File: src/sv/lsts_pkg.sv
// ============================================================================
// lsts_pkg: shared types and constants of the line-scan track steering block
// Item structs, configuration set, edge-search state and steering limits.
// ============================================================================
package lsts_pkg;

   // One camera sample as it arrives on the request channel.
   typedef struct packed {
      logic [15:0] pixel;
      logic        line_start;
      logic        line_end;
   } req_type;

   // One steering result, given on the last pixel of a line.
   typedef struct packed {
      logic [6:0] mid_index;
      logic       left_found;
      logic       right_found;
      logic [6:0] servo_tenths;
      logic [1:0] turn_class;
      logic [6:0] left_wheel_duty;
      logic [6:0] right_wheel_duty;
   } rsp_type;

   // Register indexes on the configuration port.
   typedef enum logic [2:0] {
      CSR_EDGE_STEP      = 3'd0,
      CSR_MIN_RUN        = 3'd1,
      CSR_MIN_EDGE_GAP   = 3'd2,
      CSR_STRAIGHT_SPEED = 3'd3,
      CSR_OUTSIDE_SPEED  = 3'd4,
      CSR_INSIDE_SPEED   = 3'd5,
      CSR_RIGHT_TRIM     = 3'd6
   } csr_index_type;

   typedef enum logic [1:0] {
      TURN_STRAIGHT = 2'd0,
      TURN_RIGHT    = 2'd1,
      TURN_LEFT     = 2'd2
   } turn_class_type;

   typedef struct packed {
      logic [15:0] edge_step;
      logic [6:0]  min_run;
      logic [6:0]  min_edge_gap;
      logic [6:0]  straight_speed;
      logic [6:0]  outside_speed;
      logic [6:0]  inside_speed;
      logic [6:0]  right_trim;
   } cfg_type;

   // Edge results of the current line as seen after the present pixel.
   typedef struct packed {
      logic [6:0] left_edge;
      logic [6:0] right_edge;
      logic       have_left;
      logic       have_right;
   } edges_type;

   localparam logic [15:0] EDGE_STEP_RESET      = 16'd13000;
   localparam logic [6:0]  MIN_RUN_RESET        = 7'd1;
   localparam logic [6:0]  MIN_EDGE_GAP_RESET   = 7'd17;
   localparam logic [6:0]  STRAIGHT_SPEED_RESET = 7'd40;
   localparam logic [6:0]  OUTSIDE_SPEED_RESET  = 7'd30;
   localparam logic [6:0]  INSIDE_SPEED_RESET   = 7'd20;
   localparam logic [6:0]  RIGHT_TRIM_RESET     = 7'd2;

   localparam logic [6:0] COUNT_MAX         = 7'd127;
   localparam logic [6:0] CENTER_LOW        = 7'd50;
   localparam logic [6:0] CENTER_HIGH       = 7'd90;
   localparam logic [7:0] SERVO_OFFSET      = 8'd170;
   localparam logic [6:0] SERVO_MAX         = 7'd120;
   localparam logic [6:0] SERVO_MIN         = 7'd80;
   localparam logic [6:0] SHARP_RIGHT_ABOVE = 7'd115;
   localparam logic [6:0] SHARP_LEFT_BELOW  = 7'd93;

endpackage

File: src/sv/line_scan_track_steering.sv
// ============================================================================
// line_scan_track_steering: line-scan camera track follower
// Finds the two track edges in each camera line and steers toward the center.
// ============================================================================
//
//   Channel  Direction  Handshake            Payload
//   req_     in         req_valid/req_stall  lsts_pkg::req_type, one pixel
//   rsp_     out        rsp_valid/rsp_stall  lsts_pkg::rsp_type, one per line
//   csr_     in         csr_write            csr_index, csr_wdata
//
// Each pixel item is held in the input register and, when it ends a line,
// its result is held in the result register; throughput is one item per clock,
// except while a line-end pixel waits on a stalled result register.
// A synchronous reset clears edge state and valid flags, sets config defaults.
// While a result is held by rsp_stall, pixels that end no line still pass;
// a line-end pixel waits in the input register until the result is taken.

module line_scan_track_steering #(
   parameter int TOP_INDEX = 125
) (
   input  logic              clock,
   input  logic              reset,
   input  logic              req_valid,
   output logic              req_stall,
   input  lsts_pkg::req_type req_data,
   output logic              rsp_valid,
   input  logic              rsp_stall,
   output lsts_pkg::rsp_type rsp_data,
   input  logic              csr_write,
   input  logic [2:0]        csr_index,
   input  logic [15:0]       csr_wdata
);

   lsts_pkg::cfg_type   cfg_ff;
   lsts_pkg::req_type   item_ff;
   logic                item_valid_ff;
   logic                advance;
   lsts_pkg::edges_type edges_next;
   lsts_pkg::rsp_type   result;
   lsts_pkg::rsp_type   rsp_data_ff;
   logic                rsp_valid_ff;

   // Configuration registers; edge step keeps all 16 bits, the rest the low 7.
   always_ff @(posedge clock) begin
      if (reset) begin
         cfg_ff.edge_step      <= lsts_pkg::EDGE_STEP_RESET;
         cfg_ff.min_run        <= lsts_pkg::MIN_RUN_RESET;
         cfg_ff.min_edge_gap   <= lsts_pkg::MIN_EDGE_GAP_RESET;
         cfg_ff.straight_speed <= lsts_pkg::STRAIGHT_SPEED_RESET;
         cfg_ff.outside_speed  <= lsts_pkg::OUTSIDE_SPEED_RESET;
         cfg_ff.inside_speed   <= lsts_pkg::INSIDE_SPEED_RESET;
         cfg_ff.right_trim     <= lsts_pkg::RIGHT_TRIM_RESET;
      end else if (csr_write) begin
         case (csr_index)
            lsts_pkg::CSR_EDGE_STEP:      cfg_ff.edge_step      <= csr_wdata;
            lsts_pkg::CSR_MIN_RUN:        cfg_ff.min_run        <= csr_wdata[6:0];
            lsts_pkg::CSR_MIN_EDGE_GAP:   cfg_ff.min_edge_gap   <= csr_wdata[6:0];
            lsts_pkg::CSR_STRAIGHT_SPEED: cfg_ff.straight_speed <= csr_wdata[6:0];
            lsts_pkg::CSR_OUTSIDE_SPEED:  cfg_ff.outside_speed  <= csr_wdata[6:0];
            lsts_pkg::CSR_INSIDE_SPEED:   cfg_ff.inside_speed   <= csr_wdata[6:0];
            lsts_pkg::CSR_RIGHT_TRIM:     cfg_ff.right_trim     <= csr_wdata[6:0];
            default: begin
            end
         endcase
      end
   end

   // The held item moves on unless it ends a line and the result register
   // is occupied by a result that the consumer is still stalling.
   assign advance   = item_valid_ff &&
                      (!item_ff.line_end || !rsp_valid_ff || !rsp_stall);
   assign req_stall = item_valid_ff && !advance;

   always_ff @(posedge clock) begin
      if (reset) begin
         item_valid_ff <= 1'b0;
      end else if (!req_stall) begin
         item_valid_ff <= req_valid;
      end
   end

   always_ff @(posedge clock) begin
      if (!req_stall && req_valid) begin
         item_ff <= req_data;
      end
   end

   lsts_track #(
      .TOP_INDEX (TOP_INDEX)
   ) u_track (
      .clock      (clock),
      .reset      (reset),
      .fire       (advance),
      .item       (item_ff),
      .cfg        (cfg_ff),
      .edges_next (edges_next)
   );

   // The result uses the edges as they stand after the line's last pixel.
   lsts_steer u_steer (
      .edges  (edges_next),
      .cfg    (cfg_ff),
      .result (result)
   );

   always_ff @(posedge clock) begin
      if (reset) begin
         rsp_valid_ff <= 1'b0;
      end else if (advance && item_ff.line_end) begin
         rsp_valid_ff <= 1'b1;
      end else if (!rsp_stall) begin
         rsp_valid_ff <= 1'b0;
      end
   end

   always_ff @(posedge clock) begin
      if (advance && item_ff.line_end) begin
         rsp_data_ff <= result;
      end
   end

   assign rsp_valid = rsp_valid_ff;
   assign rsp_data  = rsp_data_ff;

endmodule

File: src/sv/lsts_track.sv
// ============================================================================
// lsts_track: edge search over one camera line
// Holds the previous pixel, run and gap counters, pixel index and edges.
// ============================================================================
module lsts_track #(
   parameter int TOP_INDEX = 125
) (
   input  logic               clock,
   input  logic               reset,
   input  logic               fire,
   input  lsts_pkg::req_type  item,
   input  lsts_pkg::cfg_type  cfg,
   output lsts_pkg::edges_type edges_next
);

   logic [15:0] prev_pixel_ff, prev_pixel_in;
   logic [6:0]  run_count_ff, run_count_in;
   logic [6:0]  gap_count_ff, gap_count_in;
   logic [6:0]  pixel_index_ff, pixel_index_in;
   lsts_pkg::edges_type edges_ff, edges_in;
   logic [15:0] diff;
   logic        run_ok;

   always_comb begin
      prev_pixel_in  = item.pixel;
      run_count_in   = run_count_ff;
      gap_count_in   = gap_count_ff;
      pixel_index_in = pixel_index_ff;
      edges_in       = edges_ff;
      diff = (item.pixel >= prev_pixel_ff) ? (item.pixel - prev_pixel_ff)
                                           : (prev_pixel_ff - item.pixel);
      run_ok = 1'b0;
      if (item.line_start) begin
         pixel_index_in      = 7'(TOP_INDEX);
         run_count_in        = '0;
         gap_count_in        = '0;
         edges_in.have_left  = 1'b0;
         edges_in.have_right = 1'b0;
      end else begin
         if (diff >= cfg.edge_step) begin
            if (run_count_ff != lsts_pkg::COUNT_MAX) begin
               run_count_in = run_count_ff + 7'd1;
            end
         end else begin
            run_count_in = '0;
         end
         run_ok = (run_count_in >= cfg.min_run);
         if (!edges_ff.have_left) begin
            if (run_ok) begin
               edges_in.left_edge = pixel_index_ff;
               edges_in.have_left = 1'b1;
            end
         end else if (!edges_ff.have_right && gap_count_ff > cfg.min_edge_gap) begin
            if (run_ok) begin
               edges_in.right_edge = pixel_index_ff;
               edges_in.have_right = 1'b1;
            end
         end else if (!edges_ff.have_right) begin
            if (gap_count_ff != lsts_pkg::COUNT_MAX) begin
               gap_count_in = gap_count_ff + 7'd1;
            end
         end
         if (pixel_index_ff != 7'd0) begin
            pixel_index_in = pixel_index_ff - 7'd1;
         end
      end
   end

   assign edges_next = edges_in;

   always_ff @(posedge clock) begin
      if (reset) begin
         prev_pixel_ff  <= '0;
         run_count_ff   <= '0;
         gap_count_ff   <= '0;
         pixel_index_ff <= '0;
         edges_ff       <= '0;
      end else if (fire) begin
         prev_pixel_ff  <= prev_pixel_in;
         run_count_ff   <= run_count_in;
         gap_count_ff   <= gap_count_in;
         pixel_index_ff <= pixel_index_in;
         edges_ff       <= edges_in;
      end
   end

endmodule

File: src/sv/lsts_steer.sv
// ============================================================================
// lsts_steer: steering result from the edges of a line
// Center, clamped servo duty, turn class and wheel duties, right one trimmed.
// ============================================================================
module lsts_steer (
   input  lsts_pkg::edges_type edges,
   input  lsts_pkg::cfg_type   cfg,
   output lsts_pkg::rsp_type   result
);

   logic signed [7:0] d;
   logic [7:0]        mag;
   logic [7:0]        half_mag;
   logic [7:0]        sum;
   logic [6:0]        center;
   logic [6:0]        servo;
   logic [6:0]        lw;
   logic [6:0]        rw_base;
   lsts_pkg::turn_class_type cls;

   always_comb begin
      // The halving truncates toward zero, so it works on the magnitude.
      d        = $signed({1'b0, edges.left_edge}) - $signed({1'b0, edges.right_edge});
      mag      = d[7] ? 8'(-d) : 8'(d);
      half_mag = mag >> 1;
      sum      = d[7] ? ({1'b0, edges.right_edge} - half_mag)
                      : ({1'b0, edges.right_edge} + half_mag);
      center   = sum[6:0];

      if (center < lsts_pkg::CENTER_LOW) begin
         servo = lsts_pkg::SERVO_MAX;
      end else if (center <= lsts_pkg::CENTER_HIGH) begin
         servo = 7'(lsts_pkg::SERVO_OFFSET - {1'b0, center});
      end else begin
         servo = lsts_pkg::SERVO_MIN;
      end

      if (servo > lsts_pkg::SHARP_RIGHT_ABOVE) begin
         cls = lsts_pkg::TURN_RIGHT;  lw = cfg.outside_speed; rw_base = cfg.inside_speed;
      end else if (servo < lsts_pkg::SHARP_LEFT_BELOW) begin
         cls = lsts_pkg::TURN_LEFT;   lw = cfg.inside_speed;  rw_base = cfg.outside_speed;
      end else begin
         cls = lsts_pkg::TURN_STRAIGHT; lw = cfg.straight_speed; rw_base = cfg.straight_speed;
      end

      result.mid_index        = center;
      result.left_found       = edges.have_left;
      result.right_found      = edges.have_right;
      result.servo_tenths     = servo;
      result.turn_class       = cls;
      result.left_wheel_duty  = lw;
      result.right_wheel_duty = (rw_base > cfg.right_trim) ? (rw_base - cfg.right_trim) : 7'd0;
   end

endmodule

File: config.mk
export PLATFORM = sky130hd
export DESIGN_NAME = line_scan_track_steering
export DESIGN_NICKNAME = d
export VERILOG_FILES = /design/src/sv/lsts_pkg.sv /design/src/sv/line_scan_track_steering.sv /design/src/sv/lsts_track.sv /design/src/sv/lsts_steer.sv
export SDC_FILE = /design/constraint.sdc
export NUM_CORES = 1
export LEC_CHECK = 0
export BUFFER_PORTS_ARGS = -buffer_cell sky130_fd_sc_hd__buf_4
export CAP_MARGIN = 10
export CORE_UTILIZATION = 25
export CTS_CLUSTER_SIZE = 24
export DETAILED_ROUTE_END_ITERATION = 6
export HOLD_SLACK_MARGIN = 0.02
export PLACE_DENSITY_LB_ADDON = 0.1
export SETUP_SLACK_MARGIN = 0.02
export SYNTH_ARGS = -nofsm -noshare
export SYNTH_HDL_FRONTEND = slang
export SYNTH_HIERARCHICAL = 1
export SYNTH_SLANG_ARGS = --single-unit
File: constraint.sdc
create_clock -name clock -period 15.4 [get_ports clock]
set_input_delay 0.77 -clock clock [delete_from_list [all_inputs] [get_ports clock]]
set_output_delay 0.77 -clock clock [all_outputs]
set_load 0.05 [all_outputs]
==> results.cfg, run 1 <==
[run_status]
outcome = completed

[yosys]
synth.area.mux_share = 0.115
yosys.area.top_type_share = 0.212
synth_most_common_cell = inv_1
yosys.area_share.simple = 0.174
async_flop_share = 0
synth_xor_area_frac = 0.0314
synth-adder-area-share = 0.111
yosysWarnings = 6
synth_edf_count = 50
synth-compound-area-share = 0.148
yosysUniqueCellTypes = 90
yosys.area.top_type = dfxtp_1
synthesis.nets = 1282
avgSynthCellArea_um2 = 9.31
yosys_most_used_dff = dfxtp_1
synth_seq_cells = 163
synth_top_family_by_area = simple AND/OR/NAND/NOR gates
synth_area_leaders = dfxtp_1, edfxtp_1, ha_1
yosysSeqAreaShare = 0.352
postSynthCellCount = 1148
synth_commonest_cells = inv_1, dfxtp_1, nor2_1
netlist_area_mm2 = 0.0107

[cts]
cts_buffers = 17
cts_root_buf = clkbuf_16
numClockSinks = 163
path_clk_slew_ps = 70
htreeDepth = 4
cts_resized = 0
clock_latency_ps = 470
cts_tree = yes
clock_path_buffers = 2
cts_setup_buffers = 0
holdBufCountCts = 0

[grt]
grt_use_total = 0.128
grt_pass1_wl_um = 43200
antenna_found_initial = 0
grt_max_degree = 74
gr-total-overflow = 0
grt_pass1_vias = 7849

[routing]
drt-total-wl_um = 26900
dr.pass1.iters = 4
wl_per_cell_um = 15.4
drt-initial-drc-count = 325
drc = 0
avgViaCountPerCell = 4.59
antenna_left = 0
vias = 8019

[critical_path]
cp_slowest_cell = nor4_2
cp-start-kind = flop
max_stage_delay_ps = 890
path_common_cell = ha_1
worstSetupPathType = flop to flop
path_max_fanout = 16
critPathCaptureType = flop
critPathRequiredTime_ps = 15700
critPathArrivalTime_ps = 13660

[placed_design]
portBuffers = 75
dpl.hpwl_um = 20100
routabilityCongestion = 0.786

[floorplanning]
core_mm2 = 0.0420
ios = 76
die_h_um = 209
die_w_um = 209
die_area_mm2 = 0.0436
rows = 75
initial_core_util = 0.254

[power_and_ir_drop]
leakage_nw = 5.17
p_per_area_mw_per_mm2 = 174
total_power_mw = 2.14
ir_drop_uv = 101

[final_layout]
drive_gt1_frac = 0.138
nNetsFinal = 1330
num_antenna_cells = 0
syn_to_final_growth_pct = 15.3

[sta]
rsz0062_at_grt = no
finClkSkew_ps = 12.9
worst_pin_slew_ps = 1050
finalSetupTns_ps = 0
finalSetupViolCount = 0
fmax_mhz = 74.9
period_minus_slack_ps = 13350
slew_headroom = 0.295
slew_violations = 0
hold_viol = 0
fin_crit_sh = 0.867

[run]
maxCapViolCount = 0

[worst_hold_path]
min_path_type = input port to flop
registers in the layout, indices dropped and copies added, names as in the netlist:
name,count
item_ff,18
rsp_data,32
cfg_ff,58
rsp_valid,1
u_track/prev_pixel_ff,16
u_track/edges_ff,16
u_track/gap_count_ff,7
u_track/pixel_index_ff,7
u_track/run_count_ff,7
item_valid_ff,1
power breakdown:
part,switching (mW),leakage (nW),internal (mW)
Clock,0.199,0.303,0.248
Combinational,0.692,3.48,0.452
Sequential,0.0176,1.39,0.530
worst max-delay path, delay by kind of cell (launching register included):
family,cells,cell delay [ps]
buffers and inverters,5,380
muxes,4,1180
AOI/OAI and AO/OA,23,5200
and+or+nand+nor,11,3110
adders and majority gates,8,2390
DFF,1,410
xor gates and xnor gates,3,520
routing by layer:
metal | up-vias | GRT usage | part of all wire
li1 | 4138 | - | -
met1 | 3746 | 0.167 | 0.50
met2 | 113 | 0.202 | 0.45
met3 | 22 | 0.0307 | 0.032
met4 | 0 | 0.0494 | 0.019
met5 | - | 0 | 0
cell type report:
type,count,area [um^2]
Multi-Input combinational cell,814,6240
Clock buffer,20,489
Tap cell,539,674
Inverter,120,450
Timing Repair Buffer,80,601
Sequential cell,163,3760
Clock inverter,12,111
Fill cell,4462,29700
path summary, 6_finish.rpt:
kind,startpoint,end,slack (ps),depth (start not counted)
max,item_ff[2],rsp_data[3],2050,54
min,req_data[7],item_ff[7],470,1
max reg2reg,item_ff[2],rsp_data[3],2050,54
min reg2reg,cfg_ff[56],cfg_ff[56],480,2
cells in the final DEF, fill, tap and decap left out, types with 5 or more instances in the layout:
| cell | netlist | routed |
|---|---|---|
| inv_1 | 118 | 118 |
| nor2_1 | 113 | 113 |
| dfxtp_1 | 113 | 113 |
| mux2i_1 | 103 | 103 |
| ha_1 | 87 | 87 |
| buf_4 | 3 | 80 |
| nand2b_1 | 66 | 66 |
| a21oi_1 | 60 | 59 |
| edfxtp_1 | 50 | 50 |
| o21ai_0 | 36 | 36 |
| nand2_1 | 34 | 34 |
| a21o_1 | 20 | 20 |
| clkbuf_16 | 0 | 19 |
| nand3_1 | 18 | 18 |
| mux2_2 | 18 | 18 |
| xor2_1 | 17 | 17 |
| and3_1 | 17 | 17 |
| nor3_1 | 15 | 15 |
| xnor2_1 | 15 | 15 |
| nor2b_1 | 13 | 13 |
| a211oi_1 | 12 | 12 |
| nand4_1 | 10 | 10 |
| o211ai_1 | 10 | 10 |
| a221o_1 | 9 | 9 |
| o21a_1 | 8 | 8 |
| a31oi_1 | 9 | 8 |
| and2_1 | 6 | 6 |
| nand3b_1 | 6 | 6 |
| nor3b_1 | 6 | 6 |
| a221oi_2 | 5 | 5 |
| fa_1 | 5 | 5 |
logic make-up (layout without fill, tap and decap cells):
family,count (synthesis),count (layout)
compound gates,222,222
xor+xnor,35,35
fa+ha+maj,92,92
buf+inv,171,232
flops,163,163
mux,121,121
other cells,1,1
simple gates,343,343
metrics by stage:
step	area (um^2)	utilization	hold slack (ps)	cells	setup WS (ps)
finish	12300	0.293	470	1748	2050
global route	12300	0.293	434	1748	555
CTS	12300	0.293	428	1748	1910
detailed placement	11700	0.279	470	1716	1970
global placement	11700	0.279	464	1716	2000
floorplan	10700	-	449	1148	3830
Power figures use the tool's default switching activity.
==> run 2: changes to the inputs <==
--- a/config.mk
+++ b/config.mk
@@ -8,6 +8,7 @@
 export BUFFER_PORTS_ARGS = -buffer_cell sky130_fd_sc_hd__buf_4
 export CAP_MARGIN = 10
 export CORE_UTILIZATION = 25
+export CTS_BUF_LIST = sky130_fd_sc_hd__clkbuf_8
 export CTS_CLUSTER_SIZE = 24
 export DETAILED_ROUTE_END_ITERATION = 6
 export HOLD_SLACK_MARGIN = 0.02
==> constraint.sdc (replaced) <==
create_clock -name clock -period 14.8 [get_ports clock]
set_input_delay 0.74 -clock clock [delete_from_list [all_inputs] [get_ports clock]]
set_output_delay 0.74 -clock clock [all_outputs]
set_load 0.05 [all_outputs]
==> run 2 against run 1 <==
  * Register-to-register slack got worse by 500 ps
  * Clock skew up 3.6 ps
  * Sequential power rose by 4.2%
  * Count of clock-buffer cells in the layout unchanged
  * Critical path type unchanged
  * Highest routed layer unchanged
==> results.cfg, run 2 (synthesis gave the netlist of run 1 again) <==
[worst_hold_path]
min_path_type = input port to flop

[final_layout]
drive_gt1_frac = 0.137
final_util = 0.289
largest_reg_flops = 58
syn_to_final_growth_pct = 13.5
nNetsFinal = 1330
largest_register = cfg_ff
num_antenna_cells = 0
final_cell_mix = inv_1, nor2_1, dfxtp_1
final_common_cell = inv_1

[cts]
cts_root_buf = clkbuf_8
clock_path_buffers = 2
numClockSinks = 163
htreeDepth = 4
cts_tree = yes
cts_buffers = 17
path_clk_slew_ps = 90
clock_latency_ps = 530

[critical_path]
reg2reg_slack_ps = 1540
critPathArrivalTime_ps = 13550
cp_slowest_cell = a221oi_1
cp-start-kind = flop
path_common_cell = ha_1
worstSetupPathType = flop to flop
critPathRequiredTime_ps = 15090
critPathCaptureType = flop
rr_worst_depth = 53
path_buf_inv = 6
crit_cells = 53
crit_start = item_ff[2]
r2r-end = rsp_data[4]
crit_end = rsp_data[4]
crit_family = compound AO/OA/AOI/OAI gates
path_max_fanout = 16
rr_startpoint = item_ff[2]
max_stage_delay_ps = 740

[sta]
worst_pin_slew_ps = 1080
rsz0062_at_grt = no
fmax_mhz = 75.4
finalSetupViolCount = 0
finClkSkew_ps = 16.5
setup_ws_ps = 1540
fin_crit_sh = 0.896
hold_ws_ps = 374
period_minus_slack_ps = 13260
finalSetupTns_ps = 0
hold_viol = 0
slew_violations = 0
slew_headroom = 0.278

[floorplanning]
ios = 76
initial_core_util = 0.254
core_mm2 = 0.0420
die_h_um = 209
die_w_um = 209
rows = 75
die_area_mm2 = 0.0436

[placed_design]
place_ws_ps = 1340
dpl.hpwl_um = 20200
portBuffers = 75
routabilityCongestion = 0.786

[power_and_ir_drop]
total_power_mw = 2.11
p_per_area_mw_per_mm2 = 174
ir_drop_uv = 103
leakage_nw = 5.08

[run]
maxCapViolCount = 0

[grt]
grt_max_degree = 74
antenna_found_initial = 0
grt_pass1_vias = 7935
gr-total-overflow = 0
grt_use_total = 0.128
grt_pass1_wl_um = 43200

[routing]
drt-total-wl_um = 27100
antenna_left = 0
avgViaCountPerCell = 4.62
drc = 0
vias = 8080
wl_per_cell_um = 15.5
dr.pass1.iters = 5
drt-initial-drc-count = 318

[run_status]
outcome = completed
run 2: cell types whose count changed in the layout (fill, tap and decap cells not counted), sizes merged:
cell | before | now
inv | 127 | 126
bufinv | 1 | 2
clkinv | 4 | 2
clkinvlp | 0 | 2
run 2: per-layer routing:
layer | GRT usage | part of all wire | vias up
met5 | 0 | 0 | -
met1 | 0.165 | 0.50 | 3813
met4 | 0.0520 | 0.017 | 0
met2 | 0.208 | 0.46 | 107
met3 | 0.0277 | 0.026 | 22
li1 | - | - | 4138
run 2: cell type report:
type | count | area, um^2
clock inverters | 12 | 126
inverters | 120 | 450
fillers | 4515 | 29900
well taps | 539 | 674
flip-flops and latches | 163 | 3760
repair buffers | 80 | 601
multi-input cells | 814 | 6250
clock buffers | 20 | 275
run 2: worst register-to-register path: cells and delay by family (launching register included):
kind | cells | cell delay [ps]
xor gates and xnor gates | 5 | 1280
buffers and inverters | 6 | 410
DFF | 1 | 420
muxes | 4 | 1130
adders and majority gates | 10 | 2870
AOI/OAI and AO/OA | 22 | 5520
and+or+nand+nor | 6 | 1370
run 2: power by group:
group	total, mW	switching [mW]	internal, mW
clock network	0.348	0.186	0.163
registers	0.570	0.0188	0.551
logic	1.20	0.725	0.471
run 2: worst min-delay path by stage:
stage | slack, ps | cells past startpoint | startpoint | end
after global routing | 310 | 1 | req_data[7] | item_ff[7]
after floorplan | 450 | 2 | cfg_ff[41] | cfg_ff[41]
final | 370 | 1 | req_data[7] | item_ff[7]
after global placement | 460 | 2 | cfg_ff[47] | cfg_ff[47]
after detailed placement | 470 | 2 | cfg_ff[25] | cfg_ff[25]
after CTS | 310 | 1 | req_data[7] | item_ff[7]
run 2: metrics by stage:
| step | instance area [um^2] | std cells |
|---|---|---|
| 6_report | 12100 | 1748 |
| 2_1_floorplan | 10700 | 1148 |
| 5_1_grt | 12100 | 1748 |
| 3_3_place_gp | 11700 | 1716 |
| 3_5_place_dp | 11700 | 1716 |
| 4_1_cts | 12100 | 1748 |
run 2: what timing repair did:
action	CTS	global route
gates resized for setup	0	1
hold buffers	0	0
setup buffers	0	0
endpoints found under the setup margin	0	5
